<file path="src/hw/rtl/ptw_pkg.sv">
// ----------------------------------------------------------------------------
// ptw_pkg
// Shared types, codes and constants of the four-level page table walker.
// ----------------------------------------------------------------------------
`default_nettype none

package ptw_pkg;

  localparam int unsigned AddrW = 64;
  localparam int unsigned CfgIdxW = 8;

  // Item codes
  localparam logic ACT_START = 1'b0;
  localparam logic ACT_RESP  = 1'b1;
  localparam logic KIND_READ = 1'b0;
  localparam logic KIND_DONE = 1'b1;

  // Register indexes on the configuration channel
  localparam logic [CfgIdxW-1:0] CFG_ALLOWED_LOW  = 8'd0;
  localparam logic [CfgIdxW-1:0] CFG_ALLOWED_HIGH = 8'd1;
  localparam logic [CfgIdxW-1:0] CFG_TABLE_MASK   = 8'd2;
  localparam logic [CfgIdxW-1:0] CFG_LEAF_MASK    = 8'd3;

  // Reset values of the registers
  localparam logic [AddrW-1:0] ALLOWED_LOW_RST  = 64'h0;
  localparam logic [AddrW-1:0] ALLOWED_HIGH_RST = 64'hFFFF_FFFF_FFFF_FFFF;
  localparam logic [AddrW-1:0] FRAME_MASK_RST   = 64'h000F_FFFF_FFFF_F000;

  // Fixed masks of the walk
  localparam logic [AddrW-1:0] GIG_FRAME_MASK   = 64'h000F_FFFF_C000_0000;
  localparam logic [AddrW-1:0] GIG_OFFSET_MASK  = 64'h0000_0000_3FFF_FFFF;
  localparam logic [AddrW-1:0] MEG_OFFSET_MASK  = 64'h0000_0000_001F_FFFF;
  localparam logic [AddrW-1:0] PAGE_OFFSET_MASK = 64'h0000_0000_0000_0FFF;
  localparam logic [AddrW-1:0] BASE_LOW_MASK    = 64'hFFFF_FFFF_FFFF_FFF0;
  localparam logic [AddrW-1:0] ENTRY_LAST_OFS   = 64'd7;

  localparam int unsigned PRESENT_BIT = 0;
  localparam int unsigned LARGE_BIT   = 7;

  typedef enum logic [2:0] {
    ST_OK          = 3'd0,
    ST_NOT_PRESENT = 3'd1,
    ST_RANGE       = 3'd2,
    ST_STRAY       = 3'd3,
    ST_BUSY        = 3'd4
  } ptw_status_t;

  typedef struct packed {
    logic             action;
    logic [AddrW-1:0] virt_addr;
    logic [AddrW-1:0] dir_base;
    logic [AddrW-1:0] read_data;
  } ptw_item_t;

  typedef struct packed {
    logic             kind;
    logic [AddrW-1:0] mem_addr;
    logic [AddrW-1:0] phys_addr;
    ptw_status_t      status;
  } ptw_result_t;

  typedef struct packed {
    logic             busy;
    logic [1:0]       walk_level;
    logic [AddrW-1:0] saved_vaddr;
  } ptw_state_t;

  typedef struct packed {
    logic [AddrW-1:0] allowed_low;
    logic [AddrW-1:0] allowed_high;
    logic [AddrW-1:0] table_frame_mask;
    logic [AddrW-1:0] leaf_frame_mask;
  } ptw_cfg_t;

endpackage

`default_nettype wire

</file>
<file path="src/hw/rtl/ptw_req_if.sv">
// ----------------------------------------------------------------------------
// ptw_req_if
// Input channel: start items and memory read responses.
// ----------------------------------------------------------------------------
`default_nettype none

interface ptw_req_if;
  import ptw_pkg::*;

  logic             valid;
  logic             ready;
  logic             action;
  logic [AddrW-1:0] virt_addr;
  logic [AddrW-1:0] dir_base;
  logic [AddrW-1:0] read_data;

  modport source (output valid, action, virt_addr, dir_base, read_data, input ready);
  modport sink   (input valid, action, virt_addr, dir_base, read_data, output ready);
endinterface

`default_nettype wire

</file>
<file path="src/hw/rtl/ptw_rsp_if.sv">
// ----------------------------------------------------------------------------
// ptw_rsp_if
// Result channel: read requests and walk completions.
// ----------------------------------------------------------------------------
`default_nettype none

interface ptw_rsp_if;
  import ptw_pkg::*;

  logic             valid;
  logic             ready;
  logic             kind;
  logic [AddrW-1:0] mem_addr;
  logic [AddrW-1:0] phys_addr;
  logic [2:0]       status;

  modport source (output valid, kind, mem_addr, phys_addr, status, input ready);
  modport sink   (input valid, kind, mem_addr, phys_addr, status, output ready);
endinterface

`default_nettype wire

</file>
<file path="src/hw/rtl/ptw_cfg_if.sv">
// ----------------------------------------------------------------------------
// ptw_cfg_if
// Configuration write channel: register index and write data.
// ----------------------------------------------------------------------------
`default_nettype none

interface ptw_cfg_if;
  import ptw_pkg::*;

  logic               valid;
  logic               ready;
  logic [CfgIdxW-1:0] index;
  logic [AddrW-1:0]   data;

  modport source (output valid, index, data, input ready);
  modport sink   (input valid, index, data, output ready);
endinterface

`default_nettype wire

</file>
<file path="src/hw/rtl/ptw_cfg_regs.sv">
// ----------------------------------------------------------------------------
// ptw_cfg_regs
// Window and frame mask registers, written over the configuration channel.
// ----------------------------------------------------------------------------
`default_nettype none

module ptw_cfg_regs (
  input  wire logic       clk,
  input  wire logic       rst,
  ptw_cfg_if.sink         cfg,
  output ptw_pkg::ptw_cfg_t regs
);
  import ptw_pkg::*;

  // Writes are always taken
  assign cfg.ready = 1'b1;

  always_ff @(posedge clk) begin
    if (rst) begin
      regs.allowed_low      <= ALLOWED_LOW_RST;
      regs.allowed_high     <= ALLOWED_HIGH_RST;
      regs.table_frame_mask <= FRAME_MASK_RST;
      regs.leaf_frame_mask  <= FRAME_MASK_RST;
    end else if (cfg.valid) begin
      unique case (cfg.index)
        CFG_ALLOWED_LOW:  regs.allowed_low      <= cfg.data;
        CFG_ALLOWED_HIGH: regs.allowed_high     <= cfg.data;
        CFG_TABLE_MASK:   regs.table_frame_mask <= cfg.data;
        CFG_LEAF_MASK:    regs.leaf_frame_mask  <= cfg.data;
        default: ; // unknown index: ignored
      endcase
    end
  end

endmodule

`default_nettype wire

</file>
<file path="src/hw/rtl/ptw_step.sv">
// ----------------------------------------------------------------------------
// ptw_step
// One walk step: from an item and the walk state, the result and next state.
// ----------------------------------------------------------------------------
`default_nettype none

module ptw_step (
  input  wire ptw_pkg::ptw_item_t  item,
  input  wire ptw_pkg::ptw_state_t state,
  input  wire ptw_pkg::ptw_cfg_t   regs,
  output ptw_pkg::ptw_result_t result,
  output ptw_pkg::ptw_state_t  state_next
);
  import ptw_pkg::*;

  logic [AddrW-1:0] va;
  logic [AddrW-1:0] entry;
  logic [AddrW-1:0] leaf_frame;
  logic [AddrW-1:0] req_addr;
  logic [AddrW-1:0] req_last;
  logic [AddrW-1:0] fin_phys;
  logic [1:0]       req_level;
  logic             do_req;
  logic             do_fin;
  logic             in_window;
  ptw_status_t      fin_st;

  // 8 * 9-bit index of the given level
  function automatic logic [AddrW-1:0] idx_ofs(input logic [AddrW-1:0] v,
                                               input logic [1:0] lvl);
    logic [8:0] idx;
    begin
      case (lvl)
        2'd0:    idx = v[47:39];
        2'd1:    idx = v[38:30];
        2'd2:    idx = v[29:21];
        default: idx = v[20:12];
      endcase
      idx_ofs = {{(AddrW-12){1'b0}}, idx, 3'b000};
    end
  endfunction

  assign va         = state.saved_vaddr;
  assign entry      = item.read_data;
  assign leaf_frame = entry & regs.leaf_frame_mask;

  // Decide on the step
  always_comb begin
    do_req    = 1'b0;
    do_fin    = 1'b0;
    req_addr  = '0;
    req_level = 2'd0;
    fin_phys  = '0;
    fin_st    = ST_OK;
    if (item.action == ACT_START) begin
      if (state.busy) begin
        fin_st = ST_BUSY;
      end else begin
        do_req   = 1'b1;
        req_addr = (item.dir_base & BASE_LOW_MASK) + idx_ofs(item.virt_addr, 2'd0);
      end
    end else if (!state.busy) begin
      fin_st = ST_STRAY;
    end else begin
      case (state.walk_level)
        2'd0: begin
          if (!entry[PRESENT_BIT]) begin
            do_fin = 1'b1;
            fin_st = ST_NOT_PRESENT;
          end else begin
            do_req    = 1'b1;
            req_level = 2'd1;
            req_addr  = (entry & regs.table_frame_mask) + idx_ofs(va, 2'd1);
          end
        end
        2'd1: begin
          if (!entry[PRESENT_BIT]) begin
            do_fin = 1'b1;
            fin_st = ST_NOT_PRESENT;
          end else if (entry[LARGE_BIT]) begin
            do_fin   = 1'b1;
            fin_phys = (entry & GIG_FRAME_MASK) + (va & GIG_OFFSET_MASK);
          end else begin
            do_req    = 1'b1;
            req_level = 2'd2;
            req_addr  = (entry & regs.table_frame_mask) + idx_ofs(va, 2'd2);
          end
        end
        2'd2: begin
          if (!entry[PRESENT_BIT]) begin
            do_fin = 1'b1;
            fin_st = ST_NOT_PRESENT;
          end else if (entry[LARGE_BIT]) begin
            do_fin   = 1'b1;
            fin_phys = (leaf_frame & ~MEG_OFFSET_MASK) + (va & MEG_OFFSET_MASK);
          end else begin
            do_req    = 1'b1;
            req_level = 2'd3;
            req_addr  = leaf_frame + idx_ofs(va, 2'd3);
          end
        end
        default: begin
          do_fin = 1'b1;
          if (leaf_frame == '0) begin
            fin_st = ST_NOT_PRESENT;
          end else begin
            fin_phys = leaf_frame + (va & PAGE_OFFSET_MASK);
          end
        end
      endcase
    end
  end

  // Both ends of the 8-byte entry must fall inside the window
  assign req_last  = req_addr + ENTRY_LAST_OFS;
  assign in_window = (req_addr >= regs.allowed_low) && (req_addr <= regs.allowed_high) &&
                     (req_last >= regs.allowed_low) && (req_last <= regs.allowed_high);

  // Result and next state
  always_comb begin
    state_next       = state;
    result.kind      = KIND_DONE;
    result.mem_addr  = '0;
    result.phys_addr = '0;
    result.status    = fin_st;
    if (item.action == ACT_START && !state.busy) begin
      state_next.saved_vaddr = item.virt_addr;
    end
    if (do_req) begin
      if (in_window) begin
        state_next.busy       = 1'b1;
        state_next.walk_level = req_level;
        result.kind           = KIND_READ;
        result.mem_addr       = req_addr;
        result.status         = ST_OK;
      end else begin
        state_next.busy       = 1'b0;
        state_next.walk_level = 2'd0;
        result.status         = ST_RANGE;
      end
    end else if (do_fin) begin
      state_next.busy       = 1'b0;
      state_next.walk_level = 2'd0;
      result.phys_addr      = (fin_st == ST_OK) ? fin_phys : '0;
    end
  end

endmodule

`default_nettype wire

</file>
<file path="src/hw/rtl/four_level_page_table_walker_core.sv">
// ----------------------------------------------------------------------------
// four_level_page_table_walker_core
// Four-level page table walker: start items and read responses in, one
// read request or completion out for each item.
// ----------------------------------------------------------------------------
//  channel | dir | handshake   | payload
//  req     | in  | valid/ready | action, virt_addr, dir_base, read_data
//  rsp     | out | valid/ready | kind, mem_addr, phys_addr, status
//  cfg     | in  | valid/ready | index, data (ready always high)
//
// Each item is latched in an input register and resolved from there into the
// result register; while the result channel is not stalled, one item can be
// taken every cycle. Walk state is updated as an item moves into the result
// register. A stalled result holds both registers; req.ready drops only when
// the input register is full and cannot move on. Reset (rst) clears the
// valid flags, the walk state and the registers to their reset values.
// ----------------------------------------------------------------------------
`default_nettype none

module four_level_page_table_walker_core (
  input  wire logic clk,
  input  wire logic rst,
  ptw_req_if.sink   req,
  ptw_rsp_if.source rsp,
  ptw_cfg_if.sink   cfg
);
  import ptw_pkg::*;

  ptw_cfg_t    regs;
  ptw_item_t   in_item;
  logic        in_valid;
  ptw_state_t  state;
  ptw_state_t  state_next;
  ptw_result_t result_next;
  ptw_result_t out_item;
  logic        out_valid;
  logic        advance;

  ptw_cfg_regs u_cfg (
    .clk  (clk),
    .rst  (rst),
    .cfg  (cfg),
    .regs (regs)
  );

  ptw_step u_step (
    .item       (in_item),
    .state      (state),
    .regs       (regs),
    .result     (result_next),
    .state_next (state_next)
  );

  // Move the input item on when the result register is free or being taken
  assign advance   = in_valid && (!out_valid || rsp.ready);
  assign req.ready = !in_valid || advance;

  // Input register
  always_ff @(posedge clk) begin
    if (rst) begin
      in_valid <= 1'b0;
    end else if (req.ready) begin
      in_valid <= req.valid;
    end
    if (req.ready && req.valid) begin
      in_item.action    <= req.action;
      in_item.virt_addr <= req.virt_addr;
      in_item.dir_base  <= req.dir_base;
      in_item.read_data <= req.read_data;
    end
  end

  // Walk state and result register
  always_ff @(posedge clk) begin
    if (rst) begin
      state     <= '0;
      out_valid <= 1'b0;
    end else begin
      if (advance) begin
        state     <= state_next;
        out_valid <= 1'b1;
      end else if (rsp.ready) begin
        out_valid <= 1'b0;
      end
    end
    if (advance) begin
      out_item <= result_next;
    end
  end

  assign rsp.valid     = out_valid;
  assign rsp.kind      = out_item.kind;
  assign rsp.mem_addr  = out_item.mem_addr;
  assign rsp.phys_addr = out_item.phys_addr;
  assign rsp.status    = out_item.status;

endmodule

`default_nettype wire

</file>
<file path="src/flat_wrapper.sv">
// flat-port wrapper written by rule: the top's interface ports become plain ports
module four_level_page_table_walker_core_flat import ptw_pkg::*;
  (clk, rst, req_valid, req_action, req_virt_addr, req_dir_base, req_read_data, req_ready, rsp_valid, rsp_kind, rsp_mem_addr, rsp_phys_addr, rsp_status, rsp_ready, cfg_valid, cfg_index, cfg_data, cfg_ready);
  ptw_req_if req_i ();
  ptw_rsp_if rsp_i ();
  ptw_cfg_if cfg_i ();
  input  wire logic clk;
  input  wire logic rst;
  input wire logic [$bits(req_i.valid)-1:0] req_valid;
  input wire logic [$bits(req_i.action)-1:0] req_action;
  input wire logic [$bits(req_i.virt_addr)-1:0] req_virt_addr;
  input wire logic [$bits(req_i.dir_base)-1:0] req_dir_base;
  input wire logic [$bits(req_i.read_data)-1:0] req_read_data;
  output wire logic [$bits(req_i.ready)-1:0] req_ready;
  output wire logic [$bits(rsp_i.valid)-1:0] rsp_valid;
  output wire logic [$bits(rsp_i.kind)-1:0] rsp_kind;
  output wire logic [$bits(rsp_i.mem_addr)-1:0] rsp_mem_addr;
  output wire logic [$bits(rsp_i.phys_addr)-1:0] rsp_phys_addr;
  output wire logic [$bits(rsp_i.status)-1:0] rsp_status;
  input wire logic [$bits(rsp_i.ready)-1:0] rsp_ready;
  input wire logic [$bits(cfg_i.valid)-1:0] cfg_valid;
  input wire logic [$bits(cfg_i.index)-1:0] cfg_index;
  input wire logic [$bits(cfg_i.data)-1:0] cfg_data;
  output wire logic [$bits(cfg_i.ready)-1:0] cfg_ready;
  assign req_i.valid = req_valid;
  assign req_i.action = req_action;
  assign req_i.virt_addr = req_virt_addr;
  assign req_i.dir_base = req_dir_base;
  assign req_i.read_data = req_read_data;
  assign req_ready = req_i.ready;
  assign rsp_valid = rsp_i.valid;
  assign rsp_kind = rsp_i.kind;
  assign rsp_mem_addr = rsp_i.mem_addr;
  assign rsp_phys_addr = rsp_i.phys_addr;
  assign rsp_status = rsp_i.status;
  assign rsp_i.ready = rsp_ready;
  assign cfg_i.valid = cfg_valid;
  assign cfg_i.index = cfg_index;
  assign cfg_i.data = cfg_data;
  assign cfg_ready = cfg_i.ready;
  four_level_page_table_walker_core u_core (.clk(clk), .rst(rst), .req(req_i), .rsp(rsp_i), .cfg(cfg_i));
endmodule
</file>
<file path="config.mk">
export PLATFORM = sky130hd
export DESIGN_NAME = four_level_page_table_walker_core_flat
export DESIGN_NICKNAME = d
export VERILOG_FILES = /design/src/hw/rtl/ptw_pkg.sv /design/src/hw/rtl/ptw_req_if.sv /design/src/hw/rtl/ptw_rsp_if.sv /design/src/hw/rtl/ptw_cfg_if.sv /design/src/hw/rtl/ptw_cfg_regs.sv /design/src/hw/rtl/ptw_step.sv /design/src/hw/rtl/four_level_page_table_walker_core.sv /design/src/flat_wrapper.sv
export SDC_FILE = /design/constraint.sdc
export NUM_CORES = 2
export LEC_CHECK = 0
export BUFFER_PORTS_ARGS = -buffer_cell sky130_fd_sc_hd__clkbuf_2
export CORE_ASPECT_RATIO = 1.25
export CORE_UTILIZATION = 37
export CTS_CLUSTER_SIZE = 40
export DETAILED_ROUTE_END_ITERATION = 10
export PLACE_DENSITY_LB_ADDON = 0.12
export SLEW_MARGIN = 0
export SYNTH_ARGS = -nofsm -noshare
export SYNTH_HDL_FRONTEND = slang
export SYNTH_SLANG_ARGS = --single-unit
</file>
<file path="constraint.sdc">
create_clock -name clk -period 17.4 [get_ports clk]
set_input_delay 0.87 -clock clk [delete_from_list [all_inputs] [get_ports clk]]
set_output_delay 0.87 -clock clk [all_outputs]
set_load 0.05 [all_outputs]
</file>
# --- Word level (Yosys, flattened, before mapping) ---
# Cells that the tools add are included.
totals:
  register_bits: 609
  input_bits: 270
  out_inout_bits: 135
  word_cells: 133
classes:
  add_sub_neg: 8
  magnitude_cmp: 4
  eq_ne: 5
  n_mux: 66
  bitwise_logic: 6
  n_reduce_logical: 27
ops:
  columns: ["op", "count"]
  rows:
  - ["2-to-1 mux 64 bit", 11]
  - ["case mux 64 bit (3 select lines)", 2]
  - ["adder 64 x 12 -> 64 bit", 5]
  - ["2-to-1 mux 9 bit", 16]
  - ["AND 64 bit", 2]
  - [">= comparator 64 bit", 2]
  - ["<= comparator 64 bit", 2]
  - ["2-to-1 mux 53 bit", 2]
  - ["2-to-1 mux 65 bit", 1]
  - ["adder 64 x 21 -> 64 bit", 1]
  - ["adder 64 x 3 -> 64 bit, second input constant", 1]
  - ["zero test 64 bit", 1]
  - ["adder 52 x 30 -> 53 bit", 1]
  - ["2-to-1 mux 3 bit", 8]
  - ["== test 8 x 2 -> 1 bit, second input constant", 2]
  - ["2-to-1 mux 1 bit", 16]
  - ["2-to-1 mux 2 bit", 7]
  - ["AND reduction 2 bit", 7]
  - ["== test 8 x 1 -> 1 bit, second input constant", 1]
  - ["zero test 8 bit", 1]
  - ["logical AND 1 bit", 6]
  - ["case mux 2 bit (3 select lines)", 1]
  - ["OR reduction 5 bit", 1]
  - ["inverter 1 bit", 4]
  - ["10 further kinds", 15]

# --- Depth between registers and ports, before layout ---
logic_depth:
  word_depth: 17
  ltp_mapped: 33
  depth_no_buf: 30

# --- Modules after synthesis ---
# Synthesis repeated with hierarchy kept, for this count alone.
hier_totals:
  hier_cells: 4884
  area_unflattened_um2: 43594.3
by_module_without_submodules:
  columns: ["module", "instances", "cells_per_inst", "area_per_inst_um2", "seq_area_each_um2"]
  rows:
  - ["ptw_step", 1, 3281, 20709.9, 0.0]
  - ["four_level_page_table_walker_core", 1, 626, 12839.8, 11140.7]
  - ["ptw_cfg_regs", 1, 977, 10044.6, 5124.9]

# --- Worst setup path after synthesis ---
# OpenSTA, ideal clock, no wires.
synth_timing:
  path_type: "register to register"
  startpoint: "reg u_core.in_item[4] (netlist name)"
  endpoint: "reg u_core.out_item, in the netlist u_core.rsp.kind, data pin"
  setup_ps: 293
  arrival_ps: 6773
  required_time_ps: 17107
  setup_slack_ps: 10334
  path_stages_with_launch: 29
  n_path_buf: 2
  synth_period_minus_slack_ps: 7066
  path_cell_list: "edfxtp_1 > buf_2 > and3b_1 > or2_2 > ha_1 > a31oi_1 > o21bai_2 > a211oi_2 > o311a_4 > o21ai_1 > xor2_1 > a221oi_1 > inv_2 > o211a_1 > or4b_2 > nor4_2 > nand4_1 > xnor2_1 > ha_1 > nand4_1 > nor2_1 > nand2_1 > or3_1 > nand3b_1 > nor4_1 > o21ai_0 > nor4_1 > nand2_1 > clkbuf_1"
synth_via:
  elab_chain_len: 12
  word_cells_on_any_way: 22
  cone_classes: "add/sub: 4; order compare: 4; mux: 9; bitwise: 2; reduce/logical: 3"
synth_lines:
  columns: ["item", "line_no", "text"]
  rows:
  - ["start, declared", "four_level_page_table_walker_core.sv:30", "ptw_item_t in_item;"]
  - ["AND 64 bit (on tied branches)", "ptw_step.sv:45, ptw_step.sv:73, ptw_step.sv:86", null]
  - ["adder 64 x 12 -> 64 bit (on tied branches)", "ptw_step.sv:99, ptw_step.sv:86", null]
  - ["2-to-1 mux 64 bit (on tied branches)", "ptw_step.sv:93, ptw_step.sv:80", null]
  - ["2-to-1 mux 64 bit (on tied branches)", "ptw_step.sv:90, ptw_step.sv:77", null]
  - ["case mux 64 bit (3 select lines) *", "ptw_step.sv:65", "case (state.walk_level)"]
  - ["2-to-1 mux 64 bit *", "ptw_step.sv:62", "end else if (!state.busy) begin"]
  - ["2-to-1 mux 64 bit *", "ptw_step.sv:55", "if (item.action == ACT_START) begin"]
  - ["net u_core.u_step.req_addr[13]", "ptw_step.sv:19", "logic [AddrW-1:0] req_addr;"]
  - ["adder 64 x 3 -> 64 bit, or another cell as far along", "ptw_step.sv:115", "assign req_last = req_addr + ENTRY_LAST_OFS;"]
  - [">= comparator 64 bit / logical AND 1 bit (equally long branches)", "ptw_step.sv:117, ptw_step.sv:116", null]
  - ["logical AND 1 bit", "ptw_step.sv:116", "assign in_window = (req_addr >= regs.allowed_low) && (req_addr <= regs.allowed_high) &&"]
  - ["logical AND 1 bit *", "ptw_step.sv:117", "(req_last >= regs.allowed_low) && (req_last <= regs.allowed_high);"]
  - ["2-to-1 mux 65 bit *", "ptw_step.sv:130", "if (in_window) begin"]
  - ["end signal, assigned", "four_level_page_table_walker_core.sv:87", "out_item <= result_next;"]
  - ["end, declared", "four_level_page_table_walker_core.sv:35", "ptw_result_t out_item;"]
# The timed path passes the listed nets; every way through them passes the cells marked *.
# A chain may end at the register's enable or synchronous reset.

# --- Worst setup path after layout ---
layout_timing:
  startpoint: "reg u_core.in_item[4] (netlist name)"
  endpoint: "reg u_core.state[64] (netlist name)"
layout_via:
  elab_chain_len: 13
  word_cells_on_any_way: 23
  cone_classes: "add/sub: 4; order compare: 4; mux: 10; bitwise: 2; reduce/logical: 3"
layout_lines:
  columns: ["item", "line_no", "text"]
  rows:
  - ["AND 64 bit (on tied branches)", "ptw_step.sv:45, ptw_step.sv:73, ptw_step.sv:86", null]
  - ["adder 64 x 12 -> 64 bit (on tied branches)", "ptw_step.sv:99, ptw_step.sv:86", null]
  - ["2-to-1 mux 64 bit (on tied branches)", "ptw_step.sv:93, ptw_step.sv:80", null]
  - ["2-to-1 mux 64 bit (on tied branches)", "ptw_step.sv:90, ptw_step.sv:77", null]
  - ["case mux 64 bit (3 select lines) *", "ptw_step.sv:65", null]
  - ["2-to-1 mux 64 bit *", "ptw_step.sv:62", null]
  - ["2-to-1 mux 64 bit *", "ptw_step.sv:55", null]
  - ["net u_core.u_step.req_addr[15]", "ptw_step.sv:19", null]
  - ["adder 64 x 3 -> 64 bit, or another cell as far along", "ptw_step.sv:115", null]
  - [">= comparator 64 bit / logical AND 1 bit (equally long branches)", "ptw_step.sv:117, ptw_step.sv:116", null]
  - ["logical AND 1 bit", "ptw_step.sv:116", null]
  - ["logical AND 1 bit *", "ptw_step.sv:117", null]
  - ["2-to-1 mux 3 bit *", "ptw_step.sv:130", null]
  - ["2-to-1 mux 3 bit *", "ptw_step.sv:129", "if (do_req) begin"]
# Marks and branches as above.

==> impl_metrics.env <==
export IMPL_status="complete, no violations"
export IMPL_synth_area_top_cells="edfxtp_1 23%, dfxtp_1 15%, ha_1 9.0%, nand2_1 8.6%, a21oi_1 4.5%"
export IMPL_worstReg2RegStart="u_core.in_item[4]"
export IMPL_grt_max_degree=112
export IMPL_ctsRootBufferMaster="clkbuf_16"
export IMPL_cts_tree="done"
export IMPL_drtIter0Drc=4011
export IMPL_reg2reg_depth=29
export IMPL_antenna_found_initial=8
export IMPL_p_clk_frac=0.426
export IMPL_synth_cell_area_sq_um=40100
export IMPL_synth_seq_cells=605
export IMPL_rows=134
export IMPL_worstHoldPathType="in -> reg"
export IMPL_r2r_end="u_core.state[64]"
export IMPL_insertion_delay_ps=710
export IMPL_hold_viol=0
export IMPL_cts_buffers=69
export IMPL_drv_cap=0
export IMPL_track_usage=0.348
export IMPL_wl_per_cell_um=29.6
export IMPL_min_from="req_virt_addr[19]"
export IMPL_drc=0
export IMPL_max_vdd_ir_drop_uv=75.5
export IMPL_syn_num_nets=5312
export IMPL_num_vias=39200
export IMPL_first_global_vias=37000
export IMPL_cts_resized=0
export IMPL_synth_main_ff_cell="edfxtp_1"
export IMPL_power_frac_comb=0.134
export IMPL_critPathArrivalTime_ps=11160
export IMPL_report_final_setup_viol=0
export IMPL_worstSetupPathType="reg -> reg"
export IMPL_dp_slack_ps=7120
export IMPL_die_w_um=296
export IMPL_cts_hold_buf=0
export IMPL_routed_wl_um=194000
export IMPL_initial_core_util=0.374
export IMPL_crit_end="u_core.state[64]"
export IMPL_cellInternalPower_mw=2.57
export IMPL_slew_headroom=0.151
export IMPL_hold_path_cell_count=1
export IMPL_final_area_sq_um=46000
export IMPL_yosysTopAreaCell="edfxtp_1"
export IMPL_seq_area_sq_um=15200
export IMPL_synth_edff_count=305
export IMPL_start_kind="flip-flop"
export IMPL_gp_congestion=1.01
export IMPL_cp_slowest_cell="a21boi_2"
export IMPL_numPortBuffers=383
export IMPL_power_density_nw_per_um2=78.7
export IMPL_synth_top_area_share=0.228
export IMPL_dp_hpwl_um=153000
export IMPL_rsz0062_at_grt="false"
export IMPL_synth_distinct_cells=114
export IMPL_die_h_um=370
export IMPL_multi_input_area_sq_um=23400
export IMPL_area_growth_syn_to_layout_pct=14.8
export IMPL_fin_util=0.430
export IMPL_fmax_mhz=94.6
export IMPL_setup_tns_ps=0
export IMPL_crit_start="u_core.in_item[4]"
export IMPL_total_power_mw=3.62
export IMPL_clk_pin_slew_ps=80
export IMPL_drv_slew=0
export IMPL_antenna_left=0
export IMPL_power_net_switching_mw=1.05
export IMPL_layout_min_cycle_time_ps=10570
export IMPL_switching_share=0.290
export IMPL_fillCellCount=10900
export IMPL_place_area_sq_um=43700
export IMPL_synthesis_instances=4753
export IMPL_setup_ws_ps=6830
export IMPL_cp_required_ps=17990
export IMPL_power_frac_seq=0.440
export IMPL_drive_gt1_frac=0.135
export IMPL_async_reset_ff_frac=0
export IMPL_yosys_cell_count_top_type="nand2_1"
export IMPL_finalCritPeriodShare=0.607
export IMPL_dr_pass1_iters=6
export IMPL_num_io_pins=405
export IMPL_cts_sinks=605
export IMPL_dieArea_sq_um=110000
export IMPL_slowest_delay_ps=700
export IMPL_coreArea_sq_um=107000
export IMPL_htreeDepth=3
export IMPL_synth_commonest_cells="917 x nand2_1, 358 x a21oi_1, 305 x edfxtp_1, 300 x dfxtp_1, 293 x nor2_1"
export IMPL_finalNetCount=5630
export IMPL_crit_fanout=33
export IMPL_worst_slew_pin_slew_ps=1270
export IMPL_grt_pass1_wl_um=272000
export IMPL_grt_overflow_total=0
export IMPL_ff2ff_setup_slack_ps=6830
export IMPL_p_leak_nw=19.1
export IMPL_worst_setup_path_end_kind="flip-flop"
export IMPL_post_cts_setup_buffers=0
export IMPL_ys_seq_area_frac=0.378
export IMPL_fin_skew_ps=46.6
export IMPL_routed_via_density=5.98
export IMPL_synth_avg_cell_area_sq_um=8.44
export IMPL_yosysWarnings=0
export IMPL_clockBufferDepth=3
==> per-stage QoR <==
stage	hold slack (ps)	std cells
4_1_cts	294	6555
2_1_floorplan	432	4753
3_5_place_dp	446	6428
5_1_grt	332	6557
6_report	334	6557
3_3_place_gp	439	6428
==> layer usage <==
| metal | GRT usage | share of wire |
|---|---|---|
| met1 | 0.442 | 0.41 |
| met4 | 0.208 | 0.065 |
| met3 | 0.0456 | 0.068 |
| met2 | 0.561 | 0.46 |
| met5 | 0 | 0.00019 |
==> power groups by stage <==
stage          sequential [mW]  combinational, mW  clock [mW]
2_1_floorplan             1.64              0.237           0
5_1_grt                   1.59              0.516        1.62
6_report                  1.59              0.487        1.54
3_3_place_gp              1.62              0.477           0
4_1_cts                   1.59              0.480        1.57
3_5_place_dp              1.62              0.477           0
==> cell usage in the layout (no fill, tap or decap), types with 12 or more instances in the layout <==
cell type / synthesis / layout
and2_1: 50 / 48
a21oi_1: 358 / 358
nor2_1: 293 / 287
nand3_1: 139 / 138
or4_1: 14 / 14
buf_4: 6 / 82
xnor2_1: 132 / 132
o21ai_1: 17 / 16
nand2_1: 917 / 915
edfxtp_1: 305 / 305
mux2i_1: 18 / 18
a211oi_1: 34 / 33
nand3b_1: 154 / 154
clkbuf_2: 1 / 383
o21ai_0: 138 / 138
o211ai_1: 48 / 48
nand4_1: 176 / 176
o31ai_1: 28 / 28
o21a_1: 30 / 30
or3_1: 23 / 23
a21o_1: 125 / 125
nor3_1: 119 / 119
inv_1: 201 / 200
ha_1: 287 / 287
nand2b_1: 19 / 18
and4_1: 15 / 15
a31oi_1: 22 / 22
xor2_1: 73 / 73
dfxtp_1: 300 / 300
or2_2: 24 / 23
o31a_1: 12 / 12
nor4_1: 65 / 62
o22ai_1: 25 / 25
and3_1: 57 / 55
a22oi_1: 28 / 28
clkbuf_16: 0 / 73
nor2b_1: 22 / 21
==> kinds of logic (layout without fill, tap and decap cells) <==
family	Yosys count	after routing	share of synthesized area
flops	605	605	0.378
mux	18	18	0.00449
xor+xnor	206	206	0.0452
simple gates	2154	2154	0.265
buf+inv	422	796	0.0409
other cells	1	3	0.0000935
fa+ha+maj	294	294	0.0918
compound gates	1053	1053	0.175
==> worst min-delay path by stage <==
stage / to / slack, ps
after floorplan: u_core.u_cfg.regs[10] / 430
after global placement: u_core.u_cfg.regs[67] / 440
after detailed placement: u_core.u_cfg.regs[74] / 450
after CTS: u_core.in_item[147] / 290
after global routing: u_core.in_item[147] / 330
final: u_core.in_item[147] / 330
==> critical path, delay by kind of cell (launching register included) <==
family	cells	cell delay (ps)
and+or+nand+nor	13	4530
AOI/OAI and AO/OA	8	3010
buffers and inverters	3	950
xor gates and xnor gates	3	770
DFF	1	580
adders and majority gates	2	470
==> sequential cells by signal (all words and copies together) (netlist names) <==
register and count:
u_core.u_cfg.regs 256, u_core.rsp.status 3, u_core.rsp.kind 1, u_core.rsp.phys_addr 64, u_core.rsp.valid 1, u_core.state 42
u_core.in_valid 1, u_core.rsp.mem_addr 64, u_core.in_item 173
==> final cells by class <==
| class | count | share of cell area |
|---|---|---|
| multi-input combinational | 3726 | 0.509 |
| sequential | 605 | 0.329 |
| timing repair buffer | 465 | 0.0552 |
| clock buffer | 92 | 0.0430 |
| tap | 1428 | 0.0388 |
| inverter | 204 | 0.0167 |
| clock inverter | 35 | 0.00805 |
| antenna | 2 | 0.000109 |
Power figures use the tool's default switching activity.
